==> src/hw/rtl/rscc_pkg.sv <==
// ----------------------------------------------------------------------------
// Read-sampling consensus caller: shared package
// Types and fixed codes used by the draw stages, the call stage and the top.
// ----------------------------------------------------------------------------
package rscc_pkg;

	// Random fraction fields on the input beat, and their width.
	localparam int RAND_N    = 4;
	localparam int RAND_BITS = 16;

	// Configuration register indexes and port widths.
	localparam int CFG_IDX_BITS  = 2;
	localparam int CFG_DATA_BITS = 16;
	localparam logic [CFG_IDX_BITS-1:0] REG_MIN_DEPTH = 2'd0;
	localparam logic [CFG_IDX_BITS-1:0] REG_MAX_DEPTH = 2'd1;
	localparam logic [CFG_IDX_BITS-1:0] REG_N_MATCHES = 2'd2;
	localparam logic [CFG_IDX_BITS-1:0] REG_N_DRAWS   = 2'd3;

	// Register reset values.
	localparam logic [15:0] MIN_DEPTH_RST = 16'd3;
	localparam logic [15:0] MAX_DEPTH_RST = 16'd100;
	localparam logic [2:0]  N_MATCHES_RST = 3'd2;
	localparam logic [2:0]  N_DRAWS_RST   = 3'd3;

	// Base positions in the count and tally vectors.
	localparam logic [1:0] BASE_A = 2'd0;
	localparam logic [1:0] BASE_C = 2'd1;
	localparam logic [1:0] BASE_G = 2'd2;
	localparam logic [1:0] BASE_T = 2'd3;

	// Call codes.
	localparam logic [2:0] CALL_N = 3'd4;

	// Status codes.
	localparam logic [1:0] ST_CALLED = 2'd0;
	localparam logic [1:0] ST_NO_MAJ = 2'd1;
	localparam logic [1:0] ST_DEPTH  = 2'd2;
	localparam logic [1:0] ST_BAD    = 2'd3;

	// Per-item control that travels down the draw stages.
	typedef struct packed {
		logic             in_range;
		logic             bad;
		logic [2:0]       draws;
		logic [3:0][2:0]  tally;
	} ctl_t;

	// One finished result.
	typedef struct packed {
		logic [2:0]       call;
		logic [1:0]       status;
		logic [3:0][2:0]  tally;
	} res_t;

endpackage

==> src/hw/rtl/rscc_draw.sv <==
// ----------------------------------------------------------------------------
// Read-sampling consensus caller: one draw
// Two pipeline stages: scaled index and running count sums, then base
// selection with count and tally update.
// ----------------------------------------------------------------------------
module rscc_draw #(
	parameter int COUNT_BITS = 16,
	parameter int IDX        = 0
) (
	input  logic                                                clk,
	input  logic                                                arst_n,
	input  logic                                                en,
	input  logic                                                in_vld,
	input  rscc_pkg::ctl_t                                      in_ctl,
	input  logic [COUNT_BITS-1:0]                               in_depth,
	input  logic [3:0][COUNT_BITS-1:0]                          in_cnt,
	input  logic [rscc_pkg::RAND_N-1:0][rscc_pkg::RAND_BITS-1:0] in_rnd,
	output logic                                                out_vld,
	output rscc_pkg::ctl_t                                      out_ctl,
	output logic [COUNT_BITS-1:0]                               out_depth,
	output logic [3:0][COUNT_BITS-1:0]                          out_cnt,
	output logic [rscc_pkg::RAND_N-1:0][rscc_pkg::RAND_BITS-1:0] out_rnd
);

	localparam int PW = COUNT_BITS + rscc_pkg::RAND_BITS;
	localparam int SW = COUNT_BITS + 2;

	logic [COUNT_BITS-1:0]   remain;
	logic [PW-1:0]           prod;
	logic [SW-1:0]           sum_tg;
	logic [SW-1:0]           sum_ca;
	logic [3:0][SW-1:0]      cum;

	logic                    vld_s1;
	rscc_pkg::ctl_t          ctl_s1;
	logic [COUNT_BITS-1:0]   depth_s1;
	logic [3:0][COUNT_BITS-1:0] cnt_s1;
	logic [rscc_pkg::RAND_N-1:0][rscc_pkg::RAND_BITS-1:0] rnd_s1;
	logic [COUNT_BITS-1:0]   idx_s1;
	logic [3:0][SW-1:0]      cum_s1;

	logic                    act;
	logic                    hit;
	logic [1:0]              sel;
	logic [SW-1:0]           idx_ext;
	rscc_pkg::ctl_t          nxt_ctl;
	logic [3:0][COUNT_BITS-1:0] nxt_cnt;

	logic                    vld_s2;
	rscc_pkg::ctl_t          ctl_s2;
	logic [COUNT_BITS-1:0]   depth_s2;
	logic [3:0][COUNT_BITS-1:0] cnt_s2;
	logic [rscc_pkg::RAND_N-1:0][rscc_pkg::RAND_BITS-1:0] rnd_s2;

	// First half: index into the remaining reads, and the running sums of the
	// counts taken from T downward.
	always_comb begin
		remain = in_depth - COUNT_BITS'(IDX);
		prod   = PW'(in_rnd[IDX]) * PW'(remain);
		sum_tg = SW'(in_cnt[rscc_pkg::BASE_T]) + SW'(in_cnt[rscc_pkg::BASE_G]);
		sum_ca = SW'(in_cnt[rscc_pkg::BASE_C]) + SW'(in_cnt[rscc_pkg::BASE_A]);
		cum[0] = SW'(in_cnt[rscc_pkg::BASE_T]);
		cum[1] = sum_tg;
		cum[2] = sum_tg + SW'(in_cnt[rscc_pkg::BASE_C]);
		cum[3] = sum_tg + sum_ca;
	end

	always_ff @(posedge clk or negedge arst_n) begin
		if (!arst_n) begin
			vld_s1 <= 1'b0;
		end else if (en) begin
			vld_s1 <= in_vld;
		end
	end

	always_ff @(posedge clk) begin
		if (en) begin
			ctl_s1   <= in_ctl;
			depth_s1 <= in_depth;
			cnt_s1   <= in_cnt;
			rnd_s1   <= in_rnd;
			idx_s1   <= prod[PW-1:rscc_pkg::RAND_BITS];
			cum_s1   <= cum;
		end
	end

	// Second half: the first running sum above the index names the base.
	// An index past the total means the counts do not add up to the depth.
	always_comb begin
		act     = ctl_s1.in_range && !ctl_s1.bad && (3'(IDX) < ctl_s1.draws);
		idx_ext = SW'(idx_s1);
		hit     = 1'b1;
		sel     = rscc_pkg::BASE_T;
		if (idx_ext < cum_s1[0]) begin
			sel = rscc_pkg::BASE_T;
		end else if (idx_ext < cum_s1[1]) begin
			sel = rscc_pkg::BASE_G;
		end else if (idx_ext < cum_s1[2]) begin
			sel = rscc_pkg::BASE_C;
		end else if (idx_ext < cum_s1[3]) begin
			sel = rscc_pkg::BASE_A;
		end else begin
			hit = 1'b0;
		end
		nxt_ctl = ctl_s1;
		nxt_cnt = cnt_s1;
		if (act) begin
			if (hit) begin
				nxt_cnt[sel]       = cnt_s1[sel] - COUNT_BITS'(1);
				nxt_ctl.tally[sel] = ctl_s1.tally[sel] + 3'd1;
			end else begin
				nxt_ctl.bad = 1'b1;
			end
		end
	end

	always_ff @(posedge clk or negedge arst_n) begin
		if (!arst_n) begin
			vld_s2 <= 1'b0;
		end else if (en) begin
			vld_s2 <= vld_s1;
		end
	end

	always_ff @(posedge clk) begin
		if (en) begin
			ctl_s2   <= nxt_ctl;
			depth_s2 <= depth_s1;
			cnt_s2   <= nxt_cnt;
			rnd_s2   <= rnd_s1;
		end
	end

	assign out_vld   = vld_s2;
	assign out_ctl   = ctl_s2;
	assign out_depth = depth_s2;
	assign out_cnt   = cnt_s2;
	assign out_rnd   = rnd_s2;

endmodule

==> src/hw/rtl/rscc_call.sv <==
// ----------------------------------------------------------------------------
// Read-sampling consensus caller: call stage
// Picks the called base from the tallies and holds the result in an output
// register backed by a skid register.
// ----------------------------------------------------------------------------
module rscc_call (
	input  logic           clk,
	input  logic           arst_n,
	input  logic           in_vld,
	input  rscc_pkg::ctl_t in_ctl,
	input  logic [2:0]     min_votes,
	output logic           en,
	output logic           out_valid,
	input  logic           out_ready,
	output rscc_pkg::res_t out_res
);

	rscc_pkg::res_t res;
	logic           found;

	rscc_pkg::res_t res_q;
	logic           res_vld_q;
	rscc_pkg::res_t skid_q;
	logic           skid_vld_q;

	logic           take;
	logic           o_free;

	always_comb begin
		found      = 1'b0;
		res.tally  = in_ctl.tally;
		res.call   = rscc_pkg::CALL_N;
		res.status = rscc_pkg::ST_NO_MAJ;
		if (!in_ctl.in_range) begin
			res.tally  = '0;
			res.status = rscc_pkg::ST_DEPTH;
		end else if (in_ctl.bad) begin
			res.status = rscc_pkg::ST_BAD;
		end else begin
			for (int b = 0; b < 4; b++) begin
				if (!found && (in_ctl.tally[b] >= min_votes)) begin
					found      = 1'b1;
					res.call   = 3'(b);
					res.status = rscc_pkg::ST_CALLED;
				end
			end
		end
	end

	// The pipeline moves only while the skid register is empty.
	assign en     = !skid_vld_q;
	assign take   = en && in_vld;
	assign o_free = !res_vld_q || out_ready;

	always_ff @(posedge clk or negedge arst_n) begin
		if (!arst_n) begin
			res_vld_q  <= 1'b0;
			skid_vld_q <= 1'b0;
		end else if (o_free) begin
			if (skid_vld_q) begin
				res_vld_q  <= 1'b1;
				skid_vld_q <= 1'b0;
			end else begin
				res_vld_q <= take;
			end
		end else if (take) begin
			skid_vld_q <= 1'b1;
		end
	end

	always_ff @(posedge clk) begin
		if (o_free) begin
			if (skid_vld_q) begin
				res_q <= skid_q;
			end else if (take) begin
				res_q <= res;
			end
		end else if (take) begin
			skid_q <= res;
		end
	end

	assign out_valid = res_vld_q;
	assign out_res   = res_q;

endmodule

==> src/hw/rtl/read_sampling_consensus_call.sv <==
// ----------------------------------------------------------------------------
// Read-sampling consensus caller
// Calls one genome position from its base counts by sampling reads without
// replacement and requiring enough agreeing samples.
// ----------------------------------------------------------------------------
// The block takes one position per clock while in_ready is high, and
// returns one result per position, in order. The chain holds
// min(MAX_DRAWS, 4) draws: every draw occupies two pipeline stages (a
// 16 x COUNT_BITS multiply for the scaled index next to the running count
// sums, then base selection and count update), and the call stage writes
// the output register. A skid register behind the output keeps the input
// side moving for one more beat when the output stalls, and in_ready
// comes straight from a flop. Configuration registers are meant to be
// written only while no position is in flight.
module read_sampling_consensus_call #(
	parameter int MAX_DRAWS  = 4,
	parameter int COUNT_BITS = 16
) (
	input  logic                                    clk,
	input  logic                                    arst_n,
	input  logic                                    cfg_wr_en,
	input  logic [rscc_pkg::CFG_IDX_BITS-1:0]       cfg_index,
	input  logic [rscc_pkg::CFG_DATA_BITS-1:0]      cfg_wdata,
	input  logic                                    in_valid,
	output logic                                    in_ready,
	input  logic [COUNT_BITS-1:0]                   depth,
	input  logic [COUNT_BITS-1:0]                   count_a,
	input  logic [COUNT_BITS-1:0]                   count_c,
	input  logic [COUNT_BITS-1:0]                   count_g,
	input  logic [COUNT_BITS-1:0]                   count_t,
	input  logic [rscc_pkg::RAND_BITS-1:0]          rand_0,
	input  logic [rscc_pkg::RAND_BITS-1:0]          rand_1,
	input  logic [rscc_pkg::RAND_BITS-1:0]          rand_2,
	input  logic [rscc_pkg::RAND_BITS-1:0]          rand_3,
	output logic                                    out_valid,
	input  logic                                    out_ready,
	output logic [2:0]                              base_call,
	output logic [1:0]                              status,
	output logic [2:0]                              sampled_a,
	output logic [2:0]                              sampled_c,
	output logic [2:0]                              sampled_g,
	output logic [2:0]                              sampled_t
);

	localparam int NDRAW = (MAX_DRAWS < rscc_pkg::RAND_N) ? MAX_DRAWS : rscc_pkg::RAND_N;
	localparam int CW    = (COUNT_BITS > 16) ? COUNT_BITS : 16;

	logic [15:0] min_depth_q;
	logic [15:0] max_depth_q;
	logic [2:0]  min_votes_q;
	logic [2:0]  n_draws_q;

	logic                    en;
	logic [CW-1:0]           depth_ext;
	logic [2:0]              nd;
	rscc_pkg::ctl_t          entry_ctl;

	logic                    vld_c   [NDRAW+1];
	rscc_pkg::ctl_t          ctl_c   [NDRAW+1];
	logic [COUNT_BITS-1:0]   depth_c [NDRAW+1];
	logic [3:0][COUNT_BITS-1:0] cnt_c [NDRAW+1];
	logic [rscc_pkg::RAND_N-1:0][rscc_pkg::RAND_BITS-1:0] rnd_c [NDRAW+1];

	rscc_pkg::res_t          res;

	always_ff @(posedge clk or negedge arst_n) begin
		if (!arst_n) begin
			min_depth_q <= rscc_pkg::MIN_DEPTH_RST;
			max_depth_q <= rscc_pkg::MAX_DEPTH_RST;
			min_votes_q <= rscc_pkg::N_MATCHES_RST;
			n_draws_q   <= rscc_pkg::N_DRAWS_RST;
		end else if (cfg_wr_en) begin
			case (cfg_index)
				rscc_pkg::REG_MIN_DEPTH: min_depth_q <= cfg_wdata[15:0];
				rscc_pkg::REG_MAX_DEPTH: max_depth_q <= cfg_wdata[15:0];
				rscc_pkg::REG_N_MATCHES: min_votes_q <= cfg_wdata[2:0];
				rscc_pkg::REG_N_DRAWS:   n_draws_q   <= cfg_wdata[2:0];
				default: ;
			endcase
		end
	end

	// Range check and the number of draws, capped by depth and by the stages
	// that exist.
	always_comb begin
		depth_ext = CW'(depth);
		nd        = n_draws_q;
		if (depth_ext < CW'(n_draws_q)) begin
			nd = depth[2:0];
		end
		if (nd > 3'(NDRAW)) begin
			nd = 3'(NDRAW);
		end
		entry_ctl.in_range = (depth_ext >= CW'(min_depth_q)) &&
			(depth_ext <= CW'(max_depth_q));
		entry_ctl.bad      = 1'b0;
		entry_ctl.draws    = nd;
		entry_ctl.tally    = '0;
	end

	assign in_ready   = en;
	assign vld_c[0]   = in_valid && en;
	assign ctl_c[0]   = entry_ctl;
	assign depth_c[0] = depth;
	assign cnt_c[0]   = {count_t, count_g, count_c, count_a};
	assign rnd_c[0]   = {rand_3, rand_2, rand_1, rand_0};

	for (genvar k = 0; k < NDRAW; k++) begin : g_draw
		rscc_draw #(
			.COUNT_BITS (COUNT_BITS),
			.IDX        (k)
		) u_draw (
			.clk       (clk),
			.arst_n    (arst_n),
			.en        (en),
			.in_vld    (vld_c[k]),
			.in_ctl    (ctl_c[k]),
			.in_depth  (depth_c[k]),
			.in_cnt    (cnt_c[k]),
			.in_rnd    (rnd_c[k]),
			.out_vld   (vld_c[k+1]),
			.out_ctl   (ctl_c[k+1]),
			.out_depth (depth_c[k+1]),
			.out_cnt   (cnt_c[k+1]),
			.out_rnd   (rnd_c[k+1])
		);
	end

	rscc_call u_call (
		.clk       (clk),
		.arst_n    (arst_n),
		.in_vld    (vld_c[NDRAW]),
		.in_ctl    (ctl_c[NDRAW]),
		.min_votes (min_votes_q),
		.en        (en),
		.out_valid (out_valid),
		.out_ready (out_ready),
		.out_res   (res)
	);

	assign base_call = res.call;
	assign status    = res.status;
	assign sampled_a = res.tally[rscc_pkg::BASE_A];
	assign sampled_c = res.tally[rscc_pkg::BASE_C];
	assign sampled_g = res.tally[rscc_pkg::BASE_G];
	assign sampled_t = res.tally[rscc_pkg::BASE_T];

endmodule
==> config.mk <==
export PLATFORM = sky130hd
export DESIGN_NAME = read_sampling_consensus_call
export DESIGN_NICKNAME = d
export VERILOG_FILES = /design/src/hw/rtl/rscc_pkg.sv /design/src/hw/rtl/rscc_draw.sv /design/src/hw/rtl/rscc_call.sv /design/src/hw/rtl/read_sampling_consensus_call.sv
export SDC_FILE = /design/constraint.sdc
export NUM_CORES = 2
export LEC_CHECK = 0
export ABC_AREA = 0
export BUFFER_PORTS_ARGS = -buffer_cell sky130_fd_sc_hd__buf_2
export CORE_MARGIN = 2
export CORE_UTILIZATION = 65
export DETAILED_ROUTE_END_ITERATION = 7
export GPL_ROUTABILITY_DRIVEN = 0
export GPL_TIMING_DRIVEN = 0
export PLACE_DENSITY = 0.8
export SKIP_CTS_REPAIR_TIMING = 1
export SYNTH_ARGS = -nofsm -noshare
export SYNTH_HDL_FRONTEND = slang
export SYNTH_SLANG_ARGS = --single-unit
==> constraint.sdc <==
create_clock -name clk -period 38 [get_ports clk]
set_clock_uncertainty 0.1 [all_clocks]
set_input_delay 1.9 -clock clk [delete_from_list [all_inputs] [get_ports clk]]
set_output_delay 1.9 -clock clk [all_outputs]
set_load 0.01 [all_outputs]
Word-level counts from Yosys, hierarchy flattened
Index checks and enable logic that the tools add are counted.
{"block": "totals", "reg_bits": 1170, "in_bits": 167, "output_inout_bits": 19, "wordCells": 351}
{"block": "op_classes", "add_sub_neg": 26, "multipliers": 4, "order_cmp": 36, "eq_ne": 3, "n_mux": 109, "n_bitwise": 2, "reduce_logical": 36}
{"cell": "$mux W64", "n": 6}
{"cell": "$lt A16 B18 Y1", "n": 12}
{"cell": "$bwmux W64", "n": 3}
{"cell": "$add A16 B16 Y17", "n": 8}
{"cell": "$mul A16 B16 Y32", "n": 4}
{"cell": "$bmux W16 S2", "n": 3}
{"cell": "$demux W16 S2", "n": 3}
{"cell": "$mux W16", "n": 6}
{"cell": "$mux W12", "n": 7}
{"cell": "$add A18 B16 Y18", "n": 4}
{"cell": "$add A18 B18 Y18", "n": 4}
{"cell": "$lt A16 B16 Y1", "n": 4}
{"cell": "$sub A16 B1 Y16 const B", "n": 4}
{"cell": "$bwmux W12", "n": 3}
{"cell": "$mux W2", "n": 18}
{"cell": "$mux W1", "n": 35}
{"cell": "$mux W17", "n": 2}
{"cell": "$mux W3", "n": 11}
{"cell": "$sub A16 B2 Y16 const B", "n": 2}
{"cell": "$bmux W3 S2", "n": 4}
{"cell": "$demux W3 S2", "n": 4}
{"cell": "$mux W5", "n": 4}
{"cell": "$logic_and A1 B1 Y1", "n": 17}
{"cell": "$ge A16 B16 Y1", "n": 1}
{"cell": "other kinds (18)", "n": 47}

Longest topological paths before layout
{"block": "depth", "word_depth": 21, "mapped_depth": 33, "ltp_nobuf": 32}

By module
Synthesis repeated with hierarchy kept, for this count alone.
{"block": "hier_totals", "hier_cells": 8936, "area_unflattened_um2": 107847.2}
{"mod": "rscc_draw at g_draw[1].u_draw", "instances": 1, "cells_per_inst": 2236, "area_each_um2": 26208.9, "seq_area_each_um2": 11791.3}
{"mod": "rscc_draw at g_draw[3].u_draw", "instances": 1, "cells_per_inst": 2168, "area_each_um2": 25978.7, "seq_area_each_um2": 11791.3}
{"mod": "rscc_draw at g_draw[2].u_draw", "instances": 1, "cells_per_inst": 2104, "area_each_um2": 25769.7, "seq_area_each_um2": 11791.3}
{"mod": "rscc_draw at g_draw[0].u_draw", "instances": 1, "cells_per_inst": 2075, "area_each_um2": 25766.0, "seq_area_each_um2": 11791.3}
{"mod": "read_sampling_consensus_call", "instances": 1, "cells_per_inst": 230, "area_each_um2": 2344.7, "seq_area_each_um2": 960.9}
{"mod": "rscc_call", "instances": 1, "cells_per_inst": 123, "area_each_um2": 1779.2, "seq_area_each_um2": 1071.0}

Worst setup path before layout
No wires, ideal clock.
{"block": "synth_path", "path_kind": "reg2reg", "from": "reg u_call.skid_vld_q", "to": "reg u_call.res_q, in the netlist u_call.out_res[10], data pin", "t_arrival_ns": 32.792, "path_slack_ns": 4.803, "stages_incl_launch_ff": 4, "path_buffers": 1, "period_less_slack_ns": 33.197, "cell_sequence": "dfrtp_1 -> inv_2 -> buf_1 -> mux2_2"}
{"block": "synth_via", "elab_chain_len": 1}
{"item": "start: declaration", "line_no": "rscc_call.sv:24", "source": "logic skid_vld_q;"}
{"item": "start signal: assignment", "line_no": "rscc_call.sv:58", "source": "skid_vld_q <= 1'b0;"}
{"item": "start signal: assignment", "line_no": "rscc_call.sv:62", "source": "skid_vld_q <= 1'b0;"}
{"item": "start signal: assignment", "line_no": "rscc_call.sv:67", "source": "skid_vld_q <= 1'b1;"}
{"item": "$mux W17", "line_no": "rscc_call.sv:73", "source": "if (skid_vld_q) begin"}
{"item": "end signal: assignment", "line_no": "rscc_call.sv:74", "source": "res_q <= skid_q;"}
{"item": "end signal: assignment", "line_no": "rscc_call.sv:76", "source": "res_q <= res;"}
{"item": "end: declaration", "line_no": "rscc_call.sv:21", "source": "rscc_pkg::res_t res_q;"}
No other way between the ends.
A chain may end at the register's enable or synchronous reset.

Worst setup path in the final report
{"block": "layout_path", "from": "reg g_draw[2].u_draw.depth_s2[0]", "to": "reg g_draw[3].u_draw.idx_s1[14], data pin"}
{"block": "layout_via", "elab_chain_len": 2}
{"item": "start: declaration", "line_no": "rscc_draw.sv:51", "source": "logic [COUNT_BITS-1:0] depth_s2;"}
{"item": "start signal: assignment", "line_no": "rscc_draw.sv:128", "source": "depth_s2 <= depth_s1;"}
{"item": "$sub A16 B2 Y16", "line_no": "rscc_draw.sv:58", "source": "remain = in_depth - COUNT_BITS'(IDX);"}
{"item": "$mul A16 B16 Y32", "line_no": "rscc_draw.sv:59", "source": "prod = PW'(in_rnd[IDX]) * PW'(remain);"}
{"item": "net g_draw[3].u_draw.prod[30]", "line_no": "rscc_draw.sv:29", "source": "logic [PW-1:0] prod;"}
{"item": "end signal: assignment", "line_no": "rscc_draw.sv:82", "source": "idx_s1 <= prod[PW-1:rscc_pkg::RAND_BITS];"}
{"item": "end: declaration", "line_no": "rscc_draw.sv:39", "source": "logic [COUNT_BITS-1:0] idx_s1;"}
The timed path passes the listed nets, and every way through them passes these cells.

==> results.py <==
metrics = {
    "setup_path": {
        "reg2reg_slack_ns": 27.82,
        "reg2reg_depth": 29,
        "path_class": "flip-flop to flip-flop",
        "worstPathArrival_ns": 10.55,
        "r2r_end": "g_draw[3].u_draw.idx_s1[14]$_DFFE_PN_",
        "rr_startpoint": "g_draw[2].u_draw.out_depth[0]$_DFFE_PN_",
        "cpPeakStageDelay_ns": 0.71,
        "critPathMaxFanout": 10,
        "endpoint_kind": "flip-flop",
        "cp_num_buf_inv": 6,
        "cp_top_family": "adder cells",
        "slowest_stage": "a2111oi_0",
        "required_ns": 38.37,
        "crit_top_cell": "fa_1",
        "worstSetupStartpointType": "flip-flop",
    },
    "clocking": {
        "cts_buffers": 117,
        "clk_pin_slew_ns": 0.06,
        "cts_tree": "done",
        "root_buffer": "clkbuf_16",
        "clock_sinks": 1138,
        "clk_latency_ns": 0.77,
        "cts_max_path_buffers": 3,
        "cts_htree_levels": 3,
    },
    "yosys": {
        "avgSynthCellArea_sq_um": 11.1,
        "ys_ff_latch": 1138,
        "synth_flop_cell": "edfxtp_1",
        "synthesis.area_sq_um": 89800,
        "synthArstFlopShare_pct": 4.22,
        "netlist.area_leader.share_pct": 36.5,
        "yosys_warnings": 0,
        "yosysUniqueCellTypes": 93,
        "synth_edf_count": 1090,
        "yosys.area.top_type": "edfxtp_1",
        "synth_cells": 8120,
        "ys_seq_area_share_pct": 37.8,
        "syn-num-nets": 10000,
        "synth_area_leaders": "edfxtp_1, fa_1, ha_1",
        "synthTopCellsByCount": "inv_1, edfxtp_1, ha_1, nand2_1, fa_1",
        "yosysMostFrequentCell": "inv_1",
    },
    "timing": {
        "finalSetupTns_ns": 0,
        "finalMaxSlewViolations": 0,
        "fin_crit_sh_pct": 26.8,
        "timing.hold.ws_ns": 0.282,
        "worst_slew_pin_slew_ns": 1.15,
        "maxSlewHeadroom_pct": 23.1,
        "rsz0062_at_grt": "false",
        "period_minus_slack_ns": 10.18,
        "fmax_mhz": 98.3,
        "setup_violations": 0,
        "final-hold-violation-count": 0,
    },
    "finish": {
        "syn_to_final_growth_pct": 8.79,
        "design_area_sq_um": 97600,
        "nets": 10400,
        "postLayoutCoreUtil_pct": 71.1,
        "drive_gt1_share_pct": 7.58,
    },
    "floorplan": {
        "coreArea_sq_um": 137000,
        "fp.dieH_um": 376,
        "row_count": 136,
        "die_x_um": 376,
        "start_util_pct": 65.4,
        "design.die.area_sq_um": 141000,
        "pin_count": 186,
    },
    "route": {
        "wl_mm": 213,
        "vias": 61500,
        "drc": 0,
        "post_drt_wl_per_cell_um": 20.6,
        "drt_iter0_markers": 5227,
        "viasPerCell": 5.95,
        "drtPass1Iterations": 7,
        "ant_nets": 0,
    },
    "hold_path": {
        "hold_depth": 0,
        "hp-start": "g_draw[1].u_draw.out_ctl[0]$_DFFE_PN_",
        "hp-class": "flip-flop to flip-flop",
        "hold_path_end": "g_draw[2].u_draw.ctl_s1[0]$_DFFE_PN_",
    },
    "placed_design": {
        "placed_area_sq_um": 93500,
        "dp_hpwl_mm": 169,
        "io_buffers": 185,
    },
    "grt": {
        "antenna_found_initial": 10,
        "grt_pass1_vias": 64400,
        "grt_start_max_net_pins": 49,
        "grt_pass1_wl_mm": 338,
        "grtUsageTotal_pct": 30.7,
        "grt_overflow": 0,
    },
    "flow_run": {
        "drv_cap": 0,
    },
    "status": {
        "run_status": "complete, no violations",
    },
}
[how the worst max path moves through the flow]
stage,start,endpoint,slack (ns),cells after the start
after global routing,g_draw[2].u_draw.out_depth[0]$_DFFE_PN_,g_draw[3].u_draw.idx_s1[14]$_DFFE_PN_,27.20,29
after CTS,g_draw[2].u_draw.out_depth[0]$_DFFE_PN_,g_draw[3].u_draw.idx_s1[14]$_DFFE_PN_,27.67,29
final,g_draw[2].u_draw.out_depth[0]$_DFFE_PN_,g_draw[3].u_draw.idx_s1[14]$_DFFE_PN_,27.82,29
after floorplan,u_call.skid_vld_q$_DFFE_PN0P_,u_call.out_res[10]$_DFFE_PP_,4.80,3
after detailed placement,g_draw[2].u_draw.out_depth[0]$_DFFE_PN_,g_draw[3].u_draw.idx_s1[14]$_DFFE_PN_,27.73,29
after global placement,u_call.skid_vld_q$_DFFE_PN0P_,in_ready,-6.36,3
[sequential cells by signal, indices dropped and copies added (netlist names), 16 cells and up]
register and flops:
g_draw.u_draw.cum_s1 228, g_draw.u_draw.cnt_s1 192, g_draw.u_draw.out_cnt 192, g_draw.u_draw.out_rnd 96, g_draw.u_draw.rnd_s1 96, g_draw.u_draw.idx_s1 64
g_draw.u_draw.out_ctl 51, g_draw.u_draw.depth_s1 48, g_draw.u_draw.out_depth 48, g_draw.u_draw.ctl_s1 41, u_call.out_res 17, u_call.skid_q 17
max_depth_q 16, min_depth_q 16
[cells in the final DEF, fill, tap and decap left out, drive strengths merged, types with 15 or more instances in the layout]
cell,Yosys,layout
edfxtp,1090,1090
dfrtp,40,40
nand4,45,45
inv,1379,1384
or3,20,20
mux2,181,181
fa,788,788
nand2b,91,91
a21o,103,103
o2111ai,19,19
nor2,248,248
o21a,65,65
nand3,77,77
xnor2,241,241
a21boi,17,17
nand2,929,929
a21oi,260,260
nor4,24,24
a2111oi,16,16
o21bai,48,48
clkbuf,177,309
ha,958,958
or4,34,34
and2,357,357
a221oi,27,27
o211ai,31,31
nor2b,104,104
xor2,97,97
o21ai,254,254
a211o,15,15
a221o,21,21
a211oi,27,27
bufinv,0,20
nor3,106,106
a31oi,15,15
clkinv,3,59
buf,19,233
and3,21,21
[kinds of logic (layout without fill, tap and decap cells)]
kind of cell,Yosys count,count (layout),synth area share (%)
xor gates and xnor gates,338,338,3.30
and+or+nand+nor,2101,2101,11.4
DFF,1138,1138,37.8
other,0,3,0
muxes,188,188,2.35
buffers and inverters,1578,2012,6.63
adders and majority gates,1746,1746,30.9
AOI/OAI and AO/OA,1031,1031,7.62
[final cells by class]
cell class / instances / area (sq um)
Tap cell: 1794 / 2240
Clock inverter: 88 / 1080
Antenna cell: 3 / 7.51
Sequential cell: 1138 / 33900
Multi-Input combinational cell: 5404 / 49900
Buffer: 196 / 764
Fill cell: 9256 / 39700
Clock buffer: 132 / 3040
Inverter: 1382 / 5190
Timing Repair Buffer: 214 / 1500
[routing by layer]
layer | routed length [um] | track usage, % | part of all wire, % | vias up
met5 | 47 | 0 | 0.022 | -
met4 | 9640 | 12.5 | 4.5 | 8
met3 | 18400 | 6.15 | 8.7 | 642
met2 | 104000 | 52.3 | 49 | 2824
met1 | 80900 | 38.6 | 38 | 30100
li1 | - | - | - | 28000
[through the flow]
stage	cells	worst slack, ns
global placement	10100	-6.36
CTS	10300	27.67
global route	10400	27.20
detailed placement	10100	27.73
floorplan	8120	4.80
finish	10400	27.82
Power is left out: the tool's default activity adds up to more than one toggle a clock period on the data nets, which glitch-free logic cannot reach.
